==> config.mk <==
export PLATFORM = sky130hd
export DESIGN_NAME = echo_distance_smoother
export DESIGN_NICKNAME = d
export VERILOG_FILES = /design/src/rtl/edsm_pkg.sv /design/src/rtl/echo_distance_smoother.sv /design/src/rtl/edsm_cfg.sv /design/src/rtl/edsm_range.sv /design/src/rtl/edsm_filter.sv
export VERILOG_INCLUDE_DIRS = /design/src /design/src/rtl
export SDC_FILE = /design/constraint.sdc
export NUM_CORES = 1
export LEC_CHECK = 0
export ABC_AREA = 1
export BUFFER_PORTS_ARGS = -buffer_cell sky130_fd_sc_hd__buf_2
export CORE_MARGIN = 2
export CORE_UTILIZATION = 58
export CTS_CLUSTER_SIZE = 16
export DETAILED_ROUTE_END_ITERATION = 10
export GPL_TIMING_DRIVEN = 0
export MAX_ROUTING_LAYER = met4
export PLACE_DENSITY_LB_ADDON = 0.12
export SLEW_MARGIN = 15
export SYNTH_ARGS = -nofsm -noshare
export SYNTH_HDL_FRONTEND = slang
export SYNTH_SLANG_ARGS = --single-unit
export TNS_END_PERCENT = 50
==> constraint.sdc <==
create_clock -name clk -period 8.3 [get_ports clk]
set_clock_uncertainty 0.2 [all_clocks]
set_input_delay 0.83 -clock clk [delete_from_list [all_inputs] [get_ports clk]]
set_output_delay 0.83 -clock clk [all_outputs]
set_load 0.01 [all_outputs]
==> src/rtl/echo_distance_smoother_assert.svh <==
// Assertion macros for the echo distance smoother.
// Included by modules that check their own logic; relies on clk and arst_n in scope.
`ifndef ECHO_DISTANCE_SMOOTHER_ASSERT_SVH
`define ECHO_DISTANCE_SMOOTHER_ASSERT_SVH

`ifndef SYNTHESIS
// Same-cycle implication, checked outside reset
`define EDS_ASSERT_IMP(lbl, ante, cons) \
	lbl: assert property (@(posedge clk) disable iff (!arst_n) (ante) |-> (cons)) \
		else $error("echo_distance_smoother assertion failed");
// Next-cycle implication, checked outside reset
`define EDS_ASSERT_NEXT(lbl, ante, cons) \
	lbl: assert property (@(posedge clk) disable iff (!arst_n) (ante) |=> (cons)) \
		else $error("echo_distance_smoother assertion failed");
`else
`define EDS_ASSERT_IMP(lbl, ante, cons)
`define EDS_ASSERT_NEXT(lbl, ante, cons)
`endif

`endif

==> src/rtl/edsm_pkg.sv <==
// Shared types and constants for the echo distance smoother.
// No dependencies; used by every module of the block.
package edsm_pkg;

	localparam int TICKS_W = 16;
	localparam int CM_W    = 9;

	// Timer ticks per centimeter of range
	localparam int TICKS_PER_CM = 117;

	// Reset values of the configuration registers
	localparam logic [TICKS_W-1:0] MAX_TICKS_RST     = 16'd35000;
	localparam logic [CM_W-1:0]    MIN_RANGE_CM_RST  = 9'd2;
	localparam logic [CM_W-1:0]    MAX_RANGE_CM_RST  = 9'd400;
	localparam logic [CM_W-1:0]    JUMP_LIMIT_CM_RST = 9'd100;

	// Exact floor(ticks / TICKS_PER_CM) as a multiply by a rounded-up reciprocal
	localparam int TPC_SHIFT  = TICKS_W + $clog2(TICKS_PER_CM);
	localparam int TPC_PROD_W = TPC_SHIFT + TICKS_W;
	localparam logic [TPC_PROD_W-1:0] TPC_RECIP = TPC_PROD_W'(
		((64'd1 << TPC_SHIFT) + 64'(TICKS_PER_CM) - 64'd1) / 64'(TICKS_PER_CM));

	// 70/30 blend weights and their denominator
	localparam int BLEND_NEW = 7;
	localparam int BLEND_OLD = 3;
	localparam int BLEND_DEN = 10;

	// Weighted sum width and its exact reciprocal divide
	localparam int SUM_W      = CM_W + $clog2(BLEND_DEN);
	localparam int DEN_SHIFT  = SUM_W + $clog2(BLEND_DEN);
	localparam int DEN_PROD_W = DEN_SHIFT + SUM_W;
	localparam logic [DEN_PROD_W-1:0] DEN_RECIP = DEN_PROD_W'(
		((64'd1 << DEN_SHIFT) + 64'(BLEND_DEN) - 64'd1) / 64'(BLEND_DEN));

	// Configuration register indexes
	typedef enum logic [1:0] {
		REG_MAX_TICKS     = 2'd0,
		REG_MIN_RANGE_CM  = 2'd1,
		REG_MAX_RANGE_CM  = 2'd2,
		REG_JUMP_LIMIT_CM = 2'd3
	} cfg_idx_t;

	typedef struct packed {
		logic [TICKS_W-1:0] max_ticks;
		logic [CM_W-1:0]    min_range_cm;
		logic [CM_W-1:0]    max_range_cm;
		logic [CM_W-1:0]    jump_limit_cm;
	} cfg_t;

endpackage

==> src/rtl/echo_distance_smoother.sv <==
// Echo distance smoother top level: three-stage pipeline, ticks in, centimeters out.
// An accepted input beat passes the input, range and result registers to the master side.
// Throughput: one beat per cycle unless stalled; the divide and the blend each fit one stage.
// Backpressure stalls only the stages behind a full slot, so bubbles fill while stalled.
// Reset: arst_n clears valids, filter state (prev raw, smoothed) and loads default config.
// Depends on edsm_pkg, edsm_cfg, edsm_range and edsm_filter.
module echo_distance_smoother (
	input  logic                         clk,
	input  logic                         arst_n,
	input  logic                         s_tvalid,
	output logic                         s_tready,
	input  logic [edsm_pkg::TICKS_W-1:0] s_tdata,   // [15:0] pulse_ticks
	output logic                         m_tvalid,
	input  logic                         m_tready,
	output logic [23:0]                  m_tdata,   // [8:0] distance_out, [17:9] raw_cm, zeros above
	output logic                         m_tuser,   // [0] glitch_held
	input  logic                         cfg_valid,
	output logic                         cfg_ready,
	input  logic [1:0]                   cfg_index,
	input  logic [edsm_pkg::TICKS_W-1:0] cfg_data
);

	edsm_pkg::cfg_t               cfg;
	logic                         valid_s1;
	logic [edsm_pkg::TICKS_W-1:0] ticks_s1;
	logic                         ready_s1;
	logic                         valid_s2;
	logic [edsm_pkg::CM_W-1:0]    raw_s2;
	logic                         ready_s2;
	logic [edsm_pkg::CM_W-1:0]    dist_q;
	logic [edsm_pkg::CM_W-1:0]    raw_q;
	logic                         glitch_q;

	edsm_cfg u_cfg (
		.clk       (clk),
		.arst_n    (arst_n),
		.cfg_valid (cfg_valid),
		.cfg_ready (cfg_ready),
		.cfg_index (cfg_index),
		.cfg_data  (cfg_data),
		.cfg       (cfg)
	);

	// Input register: take a beat whenever stage 1 is free or draining
	assign s_tready = !valid_s1 || ready_s1;

	always_ff @(posedge clk or negedge arst_n) begin
		if (!arst_n) begin
			valid_s1 <= 1'b0;
		end else if (s_tready) begin
			valid_s1 <= s_tvalid;
		end
	end

	always_ff @(posedge clk) begin
		if (s_tready && s_tvalid) begin
			ticks_s1 <= s_tdata;
		end
	end

	edsm_range u_range (
		.clk      (clk),
		.arst_n   (arst_n),
		.cfg      (cfg),
		.valid_s1 (valid_s1),
		.ticks_s1 (ticks_s1),
		.ready_s1 (ready_s1),
		.valid_s2 (valid_s2),
		.raw_s2   (raw_s2),
		.ready_s2 (ready_s2)
	);

	edsm_filter u_filter (
		.clk           (clk),
		.arst_n        (arst_n),
		.jump_limit_cm (cfg.jump_limit_cm),
		.valid_s2      (valid_s2),
		.raw_s2        (raw_s2),
		.ready_s2      (ready_s2),
		.out_valid_q   (m_tvalid),
		.dist_q        (dist_q),
		.raw_q         (raw_q),
		.glitch_q      (glitch_q),
		.out_ready     (m_tready)
	);

	// Pack the result beat
	assign m_tdata = {6'd0, raw_q, dist_q};
	assign m_tuser = glitch_q;

endmodule

==> src/rtl/edsm_cfg.sv <==
// Configuration register file for the echo distance smoother.
// Depends on edsm_pkg for the register indexes and the cfg_t bundle.
module edsm_cfg (
	input  logic                        clk,
	input  logic                        arst_n,
	input  logic                        cfg_valid,
	output logic                        cfg_ready,
	input  logic [1:0]                  cfg_index,
	input  logic [edsm_pkg::TICKS_W-1:0] cfg_data,
	output edsm_pkg::cfg_t              cfg
);

	edsm_pkg::cfg_t cfg_q;

	assign cfg_ready = 1'b1;
	assign cfg      = cfg_q;

	// Decode the index and load the addressed register
	always_ff @(posedge clk or negedge arst_n) begin
		if (!arst_n) begin
			cfg_q.max_ticks     <= edsm_pkg::MAX_TICKS_RST;
			cfg_q.min_range_cm  <= edsm_pkg::MIN_RANGE_CM_RST;
			cfg_q.max_range_cm  <= edsm_pkg::MAX_RANGE_CM_RST;
			cfg_q.jump_limit_cm <= edsm_pkg::JUMP_LIMIT_CM_RST;
		end else if (cfg_valid) begin
			unique case (edsm_pkg::cfg_idx_t'(cfg_index))
				edsm_pkg::REG_MAX_TICKS:     cfg_q.max_ticks     <= cfg_data;
				edsm_pkg::REG_MIN_RANGE_CM:  cfg_q.min_range_cm  <= cfg_data[edsm_pkg::CM_W-1:0];
				edsm_pkg::REG_MAX_RANGE_CM:  cfg_q.max_range_cm  <= cfg_data[edsm_pkg::CM_W-1:0];
				edsm_pkg::REG_JUMP_LIMIT_CM: cfg_q.jump_limit_cm <= cfg_data[edsm_pkg::CM_W-1:0];
				default: ;
			endcase
		end
	end

endmodule

==> src/rtl/edsm_range.sv <==
// Range stage: pulse width to raw distance, registered into stage 2.
// Depends on edsm_pkg for the reciprocal constants and cfg_t.
module edsm_range (
	input  logic                         clk,
	input  logic                         arst_n,
	input  edsm_pkg::cfg_t               cfg,
	input  logic                         valid_s1,
	input  logic [edsm_pkg::TICKS_W-1:0] ticks_s1,
	output logic                         ready_s1,
	output logic                         valid_s2,
	output logic [edsm_pkg::CM_W-1:0]    raw_s2,
	input  logic                         ready_s2
);

	logic [edsm_pkg::TPC_PROD_W-1:0] prod;
	logic [edsm_pkg::TICKS_W-1:0]    quot;
	logic                            no_echo;
	logic [edsm_pkg::CM_W-1:0]       raw;

	// Accept from stage 1 when stage 2 is empty or moving on
	assign ready_s1 = !valid_s2 || ready_s2;

	// Divide by ticks per centimeter through the reciprocal
	assign prod = edsm_pkg::TPC_PROD_W'(ticks_s1) * edsm_pkg::TPC_RECIP;
	assign quot = prod[edsm_pkg::TPC_PROD_W-1:edsm_pkg::TPC_SHIFT];

	assign no_echo = (ticks_s1 == '0) || (ticks_s1 > cfg.max_ticks);

	// Zero on no echo, clamp up to the minimum, drop readings past the maximum
	always_comb begin
		if (no_echo) begin
			raw = '0;
		end else if (quot < edsm_pkg::TICKS_W'(cfg.min_range_cm)) begin
			raw = cfg.min_range_cm;
		end else if (quot > edsm_pkg::TICKS_W'(cfg.max_range_cm)) begin
			raw = '0;
		end else begin
			raw = quot[edsm_pkg::CM_W-1:0];
		end
	end

	always_ff @(posedge clk or negedge arst_n) begin
		if (!arst_n) begin
			valid_s2 <= 1'b0;
		end else if (ready_s1) begin
			valid_s2 <= valid_s1;
		end
	end

	always_ff @(posedge clk) begin
		if (ready_s1 && valid_s1) begin
			raw_s2 <= raw;
		end
	end

endmodule

==> src/rtl/edsm_filter.sv <==
// Glitch rejection and 70/30 smoother with the result register.
// Depends on edsm_pkg and the assertion macros in echo_distance_smoother_assert.svh.
`include "echo_distance_smoother_assert.svh"

module edsm_filter (
	input  logic                      clk,
	input  logic                      arst_n,
	input  logic [edsm_pkg::CM_W-1:0] jump_limit_cm,
	input  logic                      valid_s2,
	input  logic [edsm_pkg::CM_W-1:0] raw_s2,
	output logic                      ready_s2,
	output logic                      out_valid_q,
	output logic [edsm_pkg::CM_W-1:0] dist_q,
	output logic [edsm_pkg::CM_W-1:0] raw_q,
	output logic                      glitch_q,
	input  logic                      out_ready
);

	logic [edsm_pkg::CM_W-1:0]       prev_q;
	logic [edsm_pkg::CM_W-1:0]       smooth_q;
	logic [edsm_pkg::CM_W-1:0]       diff;
	logic                            glitch;
	logic                            load;
	logic [edsm_pkg::SUM_W-1:0]      sum;
	logic [edsm_pkg::DEN_PROD_W-1:0] avg_prod;
	logic [edsm_pkg::CM_W-1:0]       avg;
	logic [edsm_pkg::CM_W-1:0]       smooth_nxt;
	logic [edsm_pkg::CM_W-1:0]       dist_sel;

	assign ready_s2 = !out_valid_q || out_ready;
	assign load     = ready_s2 && valid_s2;

	// Reject a jump between two nonzero readings
	assign diff   = (raw_s2 > prev_q) ? (raw_s2 - prev_q) : (prev_q - raw_s2);
	assign glitch = (prev_q != '0) && (raw_s2 != '0) && (diff > jump_limit_cm);

	// Weighted blend, divided by the denominator through its reciprocal
	assign sum = edsm_pkg::SUM_W'(edsm_pkg::BLEND_NEW) * edsm_pkg::SUM_W'(raw_s2)
	           + edsm_pkg::SUM_W'(edsm_pkg::BLEND_OLD) * edsm_pkg::SUM_W'(smooth_q);
	assign avg_prod = edsm_pkg::DEN_PROD_W'(sum) * edsm_pkg::DEN_RECIP;
	assign avg      = avg_prod[edsm_pkg::DEN_SHIFT +: edsm_pkg::CM_W];

	// Seed on the first valid reading, blend after, hold on zero
	always_comb begin
		if (raw_s2 == '0) begin
			smooth_nxt = smooth_q;
		end else if (smooth_q == '0) begin
			smooth_nxt = raw_s2;
		end else begin
			smooth_nxt = avg;
		end
	end

	// Pick the reported distance
	always_comb begin
		if (glitch) begin
			dist_sel = prev_q;
		end else if (smooth_nxt != '0) begin
			dist_sel = smooth_nxt;
		end else begin
			dist_sel = raw_s2;
		end
	end

	// Advance the output valid when stage 2 may move; filter state only on accepted, non-jump readings
	always_ff @(posedge clk or negedge arst_n) begin
		if (!arst_n) begin
			prev_q      <= '0;
			smooth_q    <= '0;
			out_valid_q <= 1'b0;
		end else begin
			if (ready_s2) begin
				out_valid_q <= valid_s2;
			end
			if (load && !glitch) begin
				prev_q   <= raw_s2;
				smooth_q <= smooth_nxt;
			end
		end
	end

	// Hold the result beat until taken
	always_ff @(posedge clk) begin
		if (load) begin
			dist_q   <= dist_sel;
			raw_q    <= raw_s2;
			glitch_q <= glitch;
		end
	end

	`EDS_ASSERT_IMP(a_glitch_nonzero, out_valid_q && glitch_q, (raw_q != '0) && (dist_q != '0))
	`EDS_ASSERT_NEXT(a_glitch_keeps_state, load && glitch, $stable(prev_q) && $stable(smooth_q))
	`EDS_ASSERT_NEXT(a_smooth_sticky, smooth_q != '0, smooth_q != '0)
	`EDS_ASSERT_IMP(a_dist_nonzero, out_valid_q && (raw_q != '0), dist_q != '0)

endmodule

==> results of run 1 <==
## per-stage QoR
| stage | instances | hold slack (ns) | area (sq um) | util, % | setup TNS, ns |
|---|---|---|---|---|---|
| floorplan | 1805 | 0.233 | 14400 | - | 0 |
| global placement | 2188 | 0.238 | 15100 | 62.0 | -13.90 |
| CTS | 2232 | 0.119 | 16000 | 65.6 | 0 |
| finish | 2247 | 0.114 | 16500 | 68.0 | -0.00773 |
| detailed placement | 2190 | 0.266 | 15100 | 62.1 | -15.32 |
| global route | 2247 | 0.121 | 16500 | 68.0 | -2.79 |
## state kept, by name, summed over array words and instances (netlist names)
register and flops:
u_filter.glitch_q 1, u_filter.out_valid_q 1, u_filter.smooth_q 9, valid_s1 1, ticks_s1 16, u_filter.prev_q 9
u_range.valid_s2 1, u_cfg.cfg 43, u_filter.raw_q 9, u_filter.dist_q 9, u_range.raw_s2 9
## timing repair
item	CTS	global route
endpoints found under the setup margin	18	16
setup buffers	24	15
cloned	2	0
resized for setup	66	104
pin swaps	38	82
## worst paths after layout
kind / start / endpoint / slack, ns / cells past startpoint
max: u_range.raw_s2[1] / u_filter.dist_q[3] / -0.004 / 43
min: arst_n / u_filter.prev_q[0] / 0.11 / 1
max reg2reg: u_range.raw_s2[1] / u_filter.dist_q[3] / -0.004 / 43
min reg2reg: u_range.valid_s2 / u_filter.out_valid_q / 0.29 / 2
max in group asynchronous: arst_n / u_cfg.cfg[16] / 7.21 / 2
min in group clk: u_range.valid_s2 / u_filter.out_valid_q / 0.29 / 2
## synth_stat cells, types with 3 or more instances
cell type	number
a211oi_1	3
a21o_1	4
a21oi_1	98
a21oi_2	14
buf_2	3
buf_4	8
clkbuf_1	8
dfrtp_1	51
dfstp_2	13
edfxtp_1	44
fa_1	89
ha_1	291
inv_1	436
inv_2	8
nand2_1	326
nand2_2	8
nand2_4	3
nand3_1	72
nand4_1	15
nor2_1	109
nor2_2	7
nor2_4	3
nor3_1	10
nor3_2	3
nor4_1	3
o211ai_1	3
o21a_1	5
o21ai_0	81
o21ai_1	3
o21bai_1	10
o221ai_1	5
xnor2_1	4
xor2_1	29
## kinds of logic (layout without fill, tap and decap cells)
family | after synthesis | in the layout | share of synthesized area, %
AOI/OAI and AO/OA | 241 | 241 | 9.78
xor gates and xnor gates | 33 | 33 | 2.01
adders and majority gates | 380 | 380 | 37.8
buffers and inverters | 467 | 583 | 12.6
DFF | 108 | 108 | 20.5
muxes | 1 | 1 | 0.0698
other | 2 | 7 | 0.0523
and+or+nand+nor | 568 | 570 | 17.2
## layer usage
| layer | track usage (%) | vias up | routed length, microns |
|---|---|---|---|
| li1 | - | 5919 | - |
| met1 | 35.3 | 5553 | 15000 |
| met2 | 47.8 | 309 | 17000 |
| met3 | 3.16 | 59 | 1540 |
| met4 | 7.02 | 0 | 793 |
| met5 | - | - | 0 |
## cell usage in the layout, fill, tap and decap left out, types with 4 or more instances in the layout
master / count
inv_1: 415
nand2_1: 290
ha_1: 269
nor2_1: 102
fa_1: 86
o21ai_0: 80
a21oi_1: 78
buf_2: 61
nand3_1: 56
dfrtp_1: 51
buf_4: 46
edfxtp_1: 44
nand2_2: 38
a21oi_2: 28
inv_2: 26
xor2_1: 23
ha_4: 22
nand3_2: 16
nand4_1: 15
dfstp_2: 13
nor2_2: 10
clkbuf_16: 10
nand2_4: 9
nor2_4: 9
clkbuf_1: 9
nor3_1: 8
conb_1: 7
a21oi_4: 6
o21bai_1: 6
nor3_2: 5
o21a_1: 5
o221ai_1: 5
a21o_1: 4
xnor2_1: 4
## area by class of cell
| class | count | area, sq um |
|---|---|---|
| inverters | 445 | 1680 |
| plain buffers | 22 | 140 |
| repair buffers | 100 | 646 |
| clock inverters | 5 | 48.8 |
| flip-flops and latches | 108 | 2940 |
| clock buffers | 11 | 254 |
| multi-input cells | 1232 | 10400 |
| well taps | 324 | 405 |
| fillers | 1987 | 7780 |
## worst reg2reg max path: cells and delay by family, from the launching register on
kind | cells | cell delay (ns)
compound gates | 5 | 0.70
xor+xnor | 1 | 0.24
fa+ha+maj | 10 | 4.17
buf+inv | 9 | 0.62
flops | 1 | 0.49
simple gates | 18 | 1.76
==> results by group, run 1 <==
Routing
  • Vias/cell: 5.27
  • Count of antenna-violating nets left after detailed routing: 0
  • Drt pass-1 iters: 7
  • Total Wirelength: around 34 mm
  • Via count: approximately 12000
  • Violation count after the first detailed-route iteration: 732
  • WL/cell: about 15 microns
  • DRC viols: 0

Yosys
  • Post-Synthesis Cells: 1800
  • Synth top area cells: ha_1 (25%), fa_1 (12%), inv_1 (11%)
  • Synth Warn #: 0
  • Syn_area_per_cell: around 8 sq um
  • #FFs+latches synth: around 110
  • Seq/Total Area, Yosys: between 20% and 30%
  • Top-area cell type share of the netlist area: ~25%
  • Area leader, netlist: ha_1
  • Cell Area, Synth: roughly 14000 sq um
  • EDFF count, synth: 44
  • Post-synth ARST share: about three fifths
  • Synth Flop Type: dfrtp_1
  • Yosys cell types: 55

Worst setup path
  • Worst-path fanout max: 5
  • CP max-delay cell: fa_1
  • Crit. End Element: flip-flop
  • Req. time, crit path: 8.31 ns
  • Worst path top cell family by delay: adder cells
  • Crit-path max cell delay: ~0.57 ns
  • Worst endpoint data arrival time: 8.32 ns
  • Critical path class: reg -> reg
  • Startpoint Class: flip-flop
  • CP bufs+invs: 9

Die
  • Core footprint: 24300 sq um
  • Chip Height: roughly 160 microns
  • Die ar.: between 20000 and 30000 sq um
  • Ports: 67
  • Starting Density: between 50% and 60%
  • Die width: roughly 160 microns
  • Rows: 57

Global routing
  • Pin count of the biggest net entering global routing: 56
  • GRT Util Overall: between 20% and 30%
  • First-pass GRT wire length: roughly 57 mm
  • Overflow after GRT: 0
  • Vias in the first global route: 11800
  • Initial antenna violation count: 0

Clocking
  • # H-tree levels: 3
  • Later-pin clock latency in the skew report: about 0.36 ns
  • # hold bufs at CTS: 0
  • CTS tree: built
  • Num Clock Sinks: around 110
  • Clock tree buffer depth: 2
  • Clock transition at path regs: approximately 0.070 ns
  • CTS Buf Count: 9
  • CTS root buf: clkbuf_16

Final layout
  • Nets: ~2300
  • Share of layout cells above drive strength 1: 17.5%
  • Area grow syn2layout: 15.3%
  • Diodes inserted: 0

STA
  • Setup violators final: 2
  • Slew Limit Fails: 0
  • Final period util: 100%
  • RSZ-0062 raised after global routing: yes
  • Final hold vios: 0
  • Fmax: 120 MHz
  • Final worst setup slack: -0.00422 ns
  • Worst-margin pin slew: 0.639 ns
  • Max_slew headroom: between 50% and 60%
  • Period minus WS final: 8.30 ns

Placed design
  • IO buf count: slightly below 60
  • DPL Wire Length: about 28 mm
  • Pre-CTS setup slack: -1.22 ns
  • RePlAce Congestion: around 0.92

Job
  • Max cap viols: 0

Run status
  • Outcome: finished with violations
  • Failing checks: setup timing

Hold path
  • Worst Hold Class: in -> async
Power of run 1 is left out: the tool's default activity adds up to more than one toggle a clock period on the data nets, which glitch-free logic cannot reach.
==> inputs of run 2 (changes only) <==
--- a/config.mk
+++ b/config.mk
@@ -20,2 +20,3 @@
 export SYNTH_HDL_FRONTEND = slang
+export SYNTH_HIERARCHICAL = 1
 export SYNTH_SLANG_ARGS = --single-unit
--- a/constraint.sdc
+++ b/constraint.sdc
@@ -4,2 +4,2 @@
 set_output_delay 0.83 -clock clk [all_outputs]
-set_load 0.01 [all_outputs]
+set_load 0.02 [all_outputs]
==> run 2 against run 1 <==
The flow now finishes without violations. Non-clock buffer count rose by 24. Die area rose by 0.62%. Area after synthesis rose by 0.64%. Largest cell class unchanged. Flip-flop and latch count did not move. Register-to-register slack improved by 0.11 ns. Critical endpoint is now u_filter/dist_q[8]. Wire length rose by 3.1%. Critical path depth fell by 3.
==> results by group, run 2 <==
Clocking
  • CTS root buf: clkbuf_16 (unchanged)
  • Later-pin clock latency in the skew report: 0.35 ns (was 0.36 ns)
  • CTS Buf Count: 9 (unchanged)
  • Num Clock Sinks: 108 (unchanged)
  • # H-tree levels: 3 (unchanged)
  • Clock transition at path regs: 0.08 ns (was 0.07 ns)
  • Clock tree buffer depth: 2 (unchanged)
  • CTS tree: built (unchanged)

Global routing
  • Vias in the first global route: 12200 (was 11800)
  • First-pass GRT wire length: 56.7 mm (was 56.8 mm)
  • GRT Util Overall: 27.5% (was 27.9%)
  • Overflow after GRT: 0 (unchanged)
  • Pin count of the biggest net entering global routing: 59 (was 56)
  • Initial antenna violation count: 0 (unchanged)

Worst setup path
  • FF-to-FF setup slack: 0.10 ns (was -0.004 ns)
  • Worst endpoint data arrival time: 8.20 ns (was 8.32 ns)
  • Cell mode on critical path: fa_1
  • Crit-path max cell delay: 0.57 ns (about the same)
  • CP max-delay cell: fa_1 (unchanged)
  • Levels on crit path: 40 (was 43)
  • Crit. End Element: flip-flop (unchanged)
  • Worst-path fanout max: 6 (was 5)
  • Startpoint Class: flip-flop (unchanged)
  • Crit. Startpoint: u_filter/smooth_q[2] (was u_range.raw_s2[1])
  • Req. time, crit path: 8.30 ns (was 8.31 ns)
  • CP bufs+invs: 8 (was 9)
  • Critical path endpoint: u_filter/dist_q[8] (was u_filter.dist_q[3])
  • Reg2reg path depth: 40 (was 43)
  • Worst path top cell family by delay: adder cells (unchanged)
  • Launch point of the worst reg-to-reg path: u_filter/smooth_q[2] (was u_range.raw_s2[1])
  • Critical path class: reg -> reg (unchanged)
  • Worst R2R End: u_filter/dist_q[8] (was u_filter.dist_q[3])

STA
  • Fmax: 122 MHz (was 120 MHz)
  • Max_slew headroom: 41.1% (was 57.1%)
  • Final period util: 98.8% (was 100%)
  • RSZ-0062 raised after global routing: yes (unchanged)
  • Period minus WS final: 8.20 ns (was 8.30 ns)
  • Worst-margin pin slew: 0.884 ns (was 0.639 ns)
  • Setup violators final: 0 (was 2)
  • Slew Limit Fails: 0 (unchanged)
  • Fin Setup TNS: 0 ns (was -0.00773 ns)
  • Final hold vios: 0 (unchanged)

Final layout
  • FF/Latch Area: 2940 sq um (unchanged)
  • Share of layout cells above drive strength 1: 18.4% (was 17.5%)
  • Max reg flops: 43 (unchanged)
  • Diodes inserted: 0 (unchanged)
  • Most frequent cells in the layout: inv_1 (373), nand2_1 (359), ha_1 (263) (was inv_1 (415), nand2_1 (290), ha_1 (269))
  • Area grow syn2layout: 15.8% (was 15.3%)
  • Footprint of the multi-input gates: 10500 sq um (was 10400 sq um)
  • Fillers: 1970 (was 1987)
  • Leading cell type in the layout, fill and taps excluded: inv_1 (unchanged)
  • Nets: 2359 (was 2337)
  • Fin cells: 2271 (was 2247)

Placed design
  • IO buf count: 59 (unchanged)
  • DPL Wire Length: 27.5 mm (about the same)
  • RePlAce Congestion: 0.920 (was 0.919)
  • Placed Cells incl. Taps: 2197 (was 2190)

Die
  • Die ar.: 26200 sq um (was 26000 sq um)
  • Core footprint: 24400 sq um (was 24300 sq um)
  • Chip Height: 162 microns (was 161 microns)
  • Rows: 57 (unchanged)
  • Ports: 67 (unchanged)
  • Die width: 162 microns (was 161 microns)
  • Starting Density: 59.2% (was 59.0%)

Routing
  • Count of antenna-violating nets left after detailed routing: 0 (unchanged)
  • DRC viols: 0 (unchanged)
  • Total Wirelength: 35.4 mm (was 34.3 mm)
  • Vias/cell: 5.37 (was 5.27)
  • WL/cell: 15.6 microns (was 15.3 microns)
  • Via count: 12200 (was 11800)
  • Violation count after the first detailed-route iteration: 591 (was 732)
  • Drt pass-1 iters: 5 (was 7)

Yosys
  • Post-Synthesis Cells: 1807 (was 1800)
  • Post-synth ARST share: 59.3% (unchanged)
  • Cell Area, Synth: 14400 sq um (was 14300 sq um)
  • Top-count cell post-synth: inv_1 (unchanged)
  • Synth Warn #: 6 (was 0)
  • Syn_area_per_cell: 7.99 sq um (was 7.97 sq um)
  • Area leader, netlist: ha_1 (unchanged)
  • Synth Flop Type: dfrtp_1 (unchanged)
  • EDFF count, synth: 44 (unchanged)
  • Top cells by count, synth: inv_1 (395), nand2_1 (382), ha_1 (287) (was inv_1 (436), nand2_1 (326), ha_1 (291))
  • #FFs+latches synth: 108 (unchanged)
  • Seq/Total Area, Yosys: 20.4% (was 20.5%)
  • Yosys cell types: 49 (was 55)
  • Top-area cell type share of the netlist area: 24.9% (was 25.4%)
  • Synth top area cells: ha_1 (25%), fa_1 (13%), inv_1 (10%) (was ha_1 (25%), fa_1 (12%), inv_1 (11%))

Job
  • Max cap viols: 0 (unchanged)

Hold path
  • Worst Hold Class: in -> async (unchanged)

Run status
  • Outcome: complete, no violations (was finished with violations)
==> run 2: cell types whose count changed after synthesis, sizes merged, moves of 4 or more <==
cell,change
xnor2,+7
nand3,+12
nand4,+23
o21ai,-37
o21a,-4
inv,-39
nand2,+58
buf,+11
xor2,-15
clkbuf,-5
a21o,+4
ha,-4
==> run 2: through the flow <==
step | worst slack, ns | utilization [%] | instance area, sq um | hold WS, ns
after detailed placement | -1.26 | 62.4 | 15200 | 0.253
after global placement | -1.16 | 62.2 | 15200 | 0.251
after global routing | -0.196 | 68.5 | 16700 | 0.0864
final | 0.102 | 68.5 | 16700 | 0.0930
after floorplan | 0.102 | - | 14500 | 0.242
after CTS | 0.00466 | 66.1 | 16100 | 0.0920
==> run 2: how the worst min path moves through the flow <==
stage | startpoint | endpoint | slack (ns) | cells after the start
after global placement | u_cfg/cfg[32] | u_cfg/cfg[32] | 0.25 | 2
final | arst_n | u_filter/prev_q[0] | 0.09 | 1
after detailed placement | u_cfg/cfg[17] | u_cfg/cfg[17] | 0.25 | 2
after floorplan | u_cfg/cfg[10] | u_cfg/cfg[10] | 0.24 | 2
after CTS | arst_n | u_filter/prev_q[0] | 0.09 | 1
after global routing | arst_n | u_filter/smooth_q[0] | 0.09 | 1
==> run 2: per-layer routing <==
metal | up-vias | share of wire (%) | global-route usage [%]
met2 | 325 | 50 | 47.3
met5 | - | 0 | -
met3 | 96 | 3.8 | 3.24
li1 | 6007 | - | -
met4 | 0 | 3.5 | 9.90
met1 | 5769 | 43 | 33.5
==> run 2: area by class of cell <==
cell class / instances / share of cell area (%)
sequential: 108 / 17.6
clock buffer: 9 / 1.35
clock inverter: 7 / 0.479
timing repair buffer: 118 / 4.74
inverter: 407 / 9.23
tap: 324 / 2.43
buffer: 28 / 1.28
multi-input combinational: 1270 / 62.9
==> run 2: cell families (layout without fill, tap and decap cells) <==
logic type / after synthesis / after routing / synth area share (%)
AND/OR/NAND/NOR: 664 / 665 / 20.9
buffers and inverters: 435 / 569 / 12.1
adder cells (fa/ha/maj): 378 / 378 / 37.5
AO/OA/AOI/OAI: 195 / 195 / 7.52
flip-flops: 108 / 108 / 20.4
XOR/XNOR: 25 / 25 / 1.65
other: 2 / 7 / 0.0520
==> run 2: timing repair <==
item,CTS,global route
pin swaps,27,86
hold buffers,0,0
setup buffers,30,28
setup endpoints to repair,18,10
gates resized for setup,68,91
gates cloned,1,0
==> run 2: worst register-to-register path: cells and delay by family (launching register included) <==
family	cells	cell delay (ns)
buf+inv	8	0.63
fa+ha+maj	10	4.14
compound gates	6	1.04
flops	1	0.42
simple gates	16	1.59
Power of run 2 is left out for the same reason.
==> inputs of run 3 (changes only) <==
- MAX_ROUTING_LAYER: met4 -> unset
==> run 3 against run 2 <==
The run now ends with setup timing left. Cell count fell by 0.84%. Fmax down 1.3%. Critical path depth up 3. Setup slack got worse by 0.11 ns. Global-route usage fell by 1.3 points. Core utilization down 1.1 points. Flip-flop and latch count stayed put.
==> results by group, run 3 (synthesized netlist as in run 2, its figures left out) <==
Placed design
  • Pre-CTS setup slack: -1.25 ns (was -1.26 ns)
  • RePlAce Congestion: 0.893 (was 0.920)
  • DP Area: 15200 sq um (unchanged)
  • IO buf count: 59 (unchanged)
  • DPL Wire Length: 27.2 mm (was 27.5 mm)

Final layout
  • Share of layout cells above drive strength 1: 16.2% (was 18.4%)
  • Max reg flops: 43 (unchanged)
  • Diodes inserted: 0 (unchanged)
  • Footprint of the multi-input gates: 10400 sq um (was 10500 sq um)
  • Final core utilization: 67.4% (was 68.5%)
  • Fillers: 2045 (was 1970)
  • Fin area: 16400 sq um (was 16700 sq um)
  • Leading cell type in the layout, fill and taps excluded: inv_1 (unchanged)
  • FF/Latch Area: 2940 sq um (unchanged)
  • Most frequent cells in the layout: inv_1 (378), nand2_1 (367), ha_1 (268) (was inv_1 (373), nand2_1 (359), ha_1 (263))
  • Area grow syn2layout: 13.8% (was 15.8%)
  • Nets: 2340 (was 2359)

Clocking
  • CTS root buf: clkbuf_16 (unchanged)
  • Later-pin clock latency in the skew report: 0.35 ns (about the same)
  • CTS Buf Count: 9 (unchanged)
  • Clock tree buffer depth: 2 (unchanged)
  • # hold bufs at CTS: 0 (unchanged)
  • CTS tree: built (unchanged)
  • Clock transition at path regs: 0.07 ns (was 0.08 ns)
  • Num Clock Sinks: 108 (unchanged)
  • # H-tree levels: 3 (unchanged)

Global routing
  • Initial antenna violation count: 0 (unchanged)
  • GRT Util Overall: 26.3% (was 27.5%)
  • Overflow after GRT: 0 (unchanged)
  • Vias in the first global route: 11800 (was 12200)
  • Pin count of the biggest net entering global routing: 56 (was 59)
  • First-pass GRT wire length: 55.8 mm (was 56.7 mm)

Worst setup path
  • Worst-path fanout max: 6 (unchanged)
  • CP max-delay cell: fa_1 (unchanged)
  • Worst endpoint data arrival time: 8.33 ns (was 8.20 ns)
  • Cell mode on critical path: inv_2 (was fa_1)
  • Critical path class: reg -> reg (unchanged)
  • Crit-path max cell delay: 0.57 ns (about the same)
  • Req. time, crit path: 8.32 ns (was 8.30 ns)
  • Crit. End Element: flip-flop (unchanged)
  • Startpoint Class: flip-flop (unchanged)

STA
  • Period minus WS final: 8.31 ns (was 8.20 ns)
  • Final worst setup slack: -0.00707 ns (was 0.102 ns)
  • Slew Limit Fails: 0 (unchanged)
  • Final hold vios: 0 (unchanged)
  • Setup violators final: 2 (was 0)
  • Fmax: 120 MHz (was 122 MHz)
  • Max_slew headroom: 41.8% (was 41.1%)
  • RSZ-0062 raised after global routing: yes (unchanged)
  • Final period util: 100% (was 98.8%)
  • Worst-margin pin slew: 0.872 ns (was 0.884 ns)

Run status
  • Outcome: finished with violations (was complete, no violations)
  • Failing checks: setup timing

Die
  • Ports: 67 (unchanged)
  • Die ar.: 26200 sq um (unchanged)
  • Rows: 57 (unchanged)
  • Starting Density: 59.2% (unchanged)
  • Chip Height: 162 microns (unchanged)
  • Core footprint: 24400 sq um (unchanged)
  • Die width: 162 microns (unchanged)

Routing
  • Count of antenna-violating nets left after detailed routing: 0 (unchanged)
  • Via count: 12000 (was 12200)
  • Vias/cell: 5.33 (was 5.37)
  • Violation count after the first detailed-route iteration: 649 (was 591)
  • DRC viols: 0 (unchanged)
  • Drt pass-1 iters: 5 (unchanged)
  • WL/cell: 15.0 microns (was 15.6 microns)
  • Total Wirelength: 33.7 mm (was 35.4 mm)

Hold path
  • Worst Hold Class: in -> async (unchanged)

Job
  • Max cap viols: 0 (unchanged)
-- run 3: cell count changes in the layout (fill, tap and decap cells not counted), moves of 3 or more --
cell | before | now
buf_4 | 65 | 45
nand2_4 | 11 | 5
inv_1 | 373 | 378
nor2_2 | 13 | 10
ha_1 | 263 | 268
nand2_1 | 359 | 367
inv_2 | 26 | 23
ha_4 | 22 | 17
nor2_1 | 95 | 100
-- run 3: through the flow --
step | hold slack [ns] | std cells | TNS (ns)
after CTS | 0.102 | 2237 | 0
after global routing | 0.105 | 2252 | -2.57
after floorplan | 0.242 | 1812 | 0
final | 0.111 | 2252 | -0.0109
after detailed placement | 0.254 | 2197 | -15.55
after global placement | 0.250 | 2195 | -14.41
-- run 3: final timing paths --
kind / start / to / slack, ns / depth (start not counted)
min in group clk: u_cfg/cfg[17] / u_cfg/cfg[17] / 0.26 / 2
worst max-delay path: u_range/raw_s2[1] / u_filter/dist_q[7] / -0.007 / 43
max in group asynchronous: arst_n / u_cfg/cfg[17] / 7.20 / 2
worst max register to register: u_range/raw_s2[1] / u_filter/dist_q[7] / -0.007 / 43
worst min register to register: u_cfg/cfg[17] / u_cfg/cfg[17] / 0.26 / 2
worst min-delay path: arst_n / u_filter/prev_q[0] / 0.11 / 1
-- run 3: layout make-up --
class / count / area share [%]
Sequential cell: 108 / 17.9
Inverter: 407 / 9.36
Multi-Input combinational cell: 1270 / 63.1
Timing Repair Buffer: 99 / 3.97
Clock inverter: 4 / 0.198
Clock buffer: 12 / 1.76
Tap cell: 324 / 2.47
Buffer: 28 / 1.30
-- run 3: critical path: cells and delay by family (launching register included) --
| kind | cells | cell delay, ns |
|---|---|---|
| AO/OA/AOI/OAI | 2 | 0.38 |
| XOR/XNOR | 1 | 0.16 |
| adder cells (fa/ha/maj) | 10 | 4.49 |
| buffers and inverters | 13 | 0.88 |
| flip-flops | 1 | 0.47 |
| AND/OR/NAND/NOR | 17 | 1.58 |
-- run 3: timing repair --
item	in CTS	in global routing
setup endpoints to repair	18	10
resized for setup	63	59
buffers inserted	23	15
cloned	1	0
pin swaps	35	59
-- run 3: routing by layer --
| metal | vias up | part of all wire (%) | global-route usage (%) |
|---|---|---|---|
| li1 | 5983 | - | - |
| met1 | 5620 | 44 | 34.0 |
| met2 | 323 | 49 | 46.3 |
| met3 | 75 | 4.5 | 3.09 |
| met4 | 0 | 2.9 | 7.96 |
| met5 | - | 0 | 0 |
Power of run 3 is left out for the same reason.
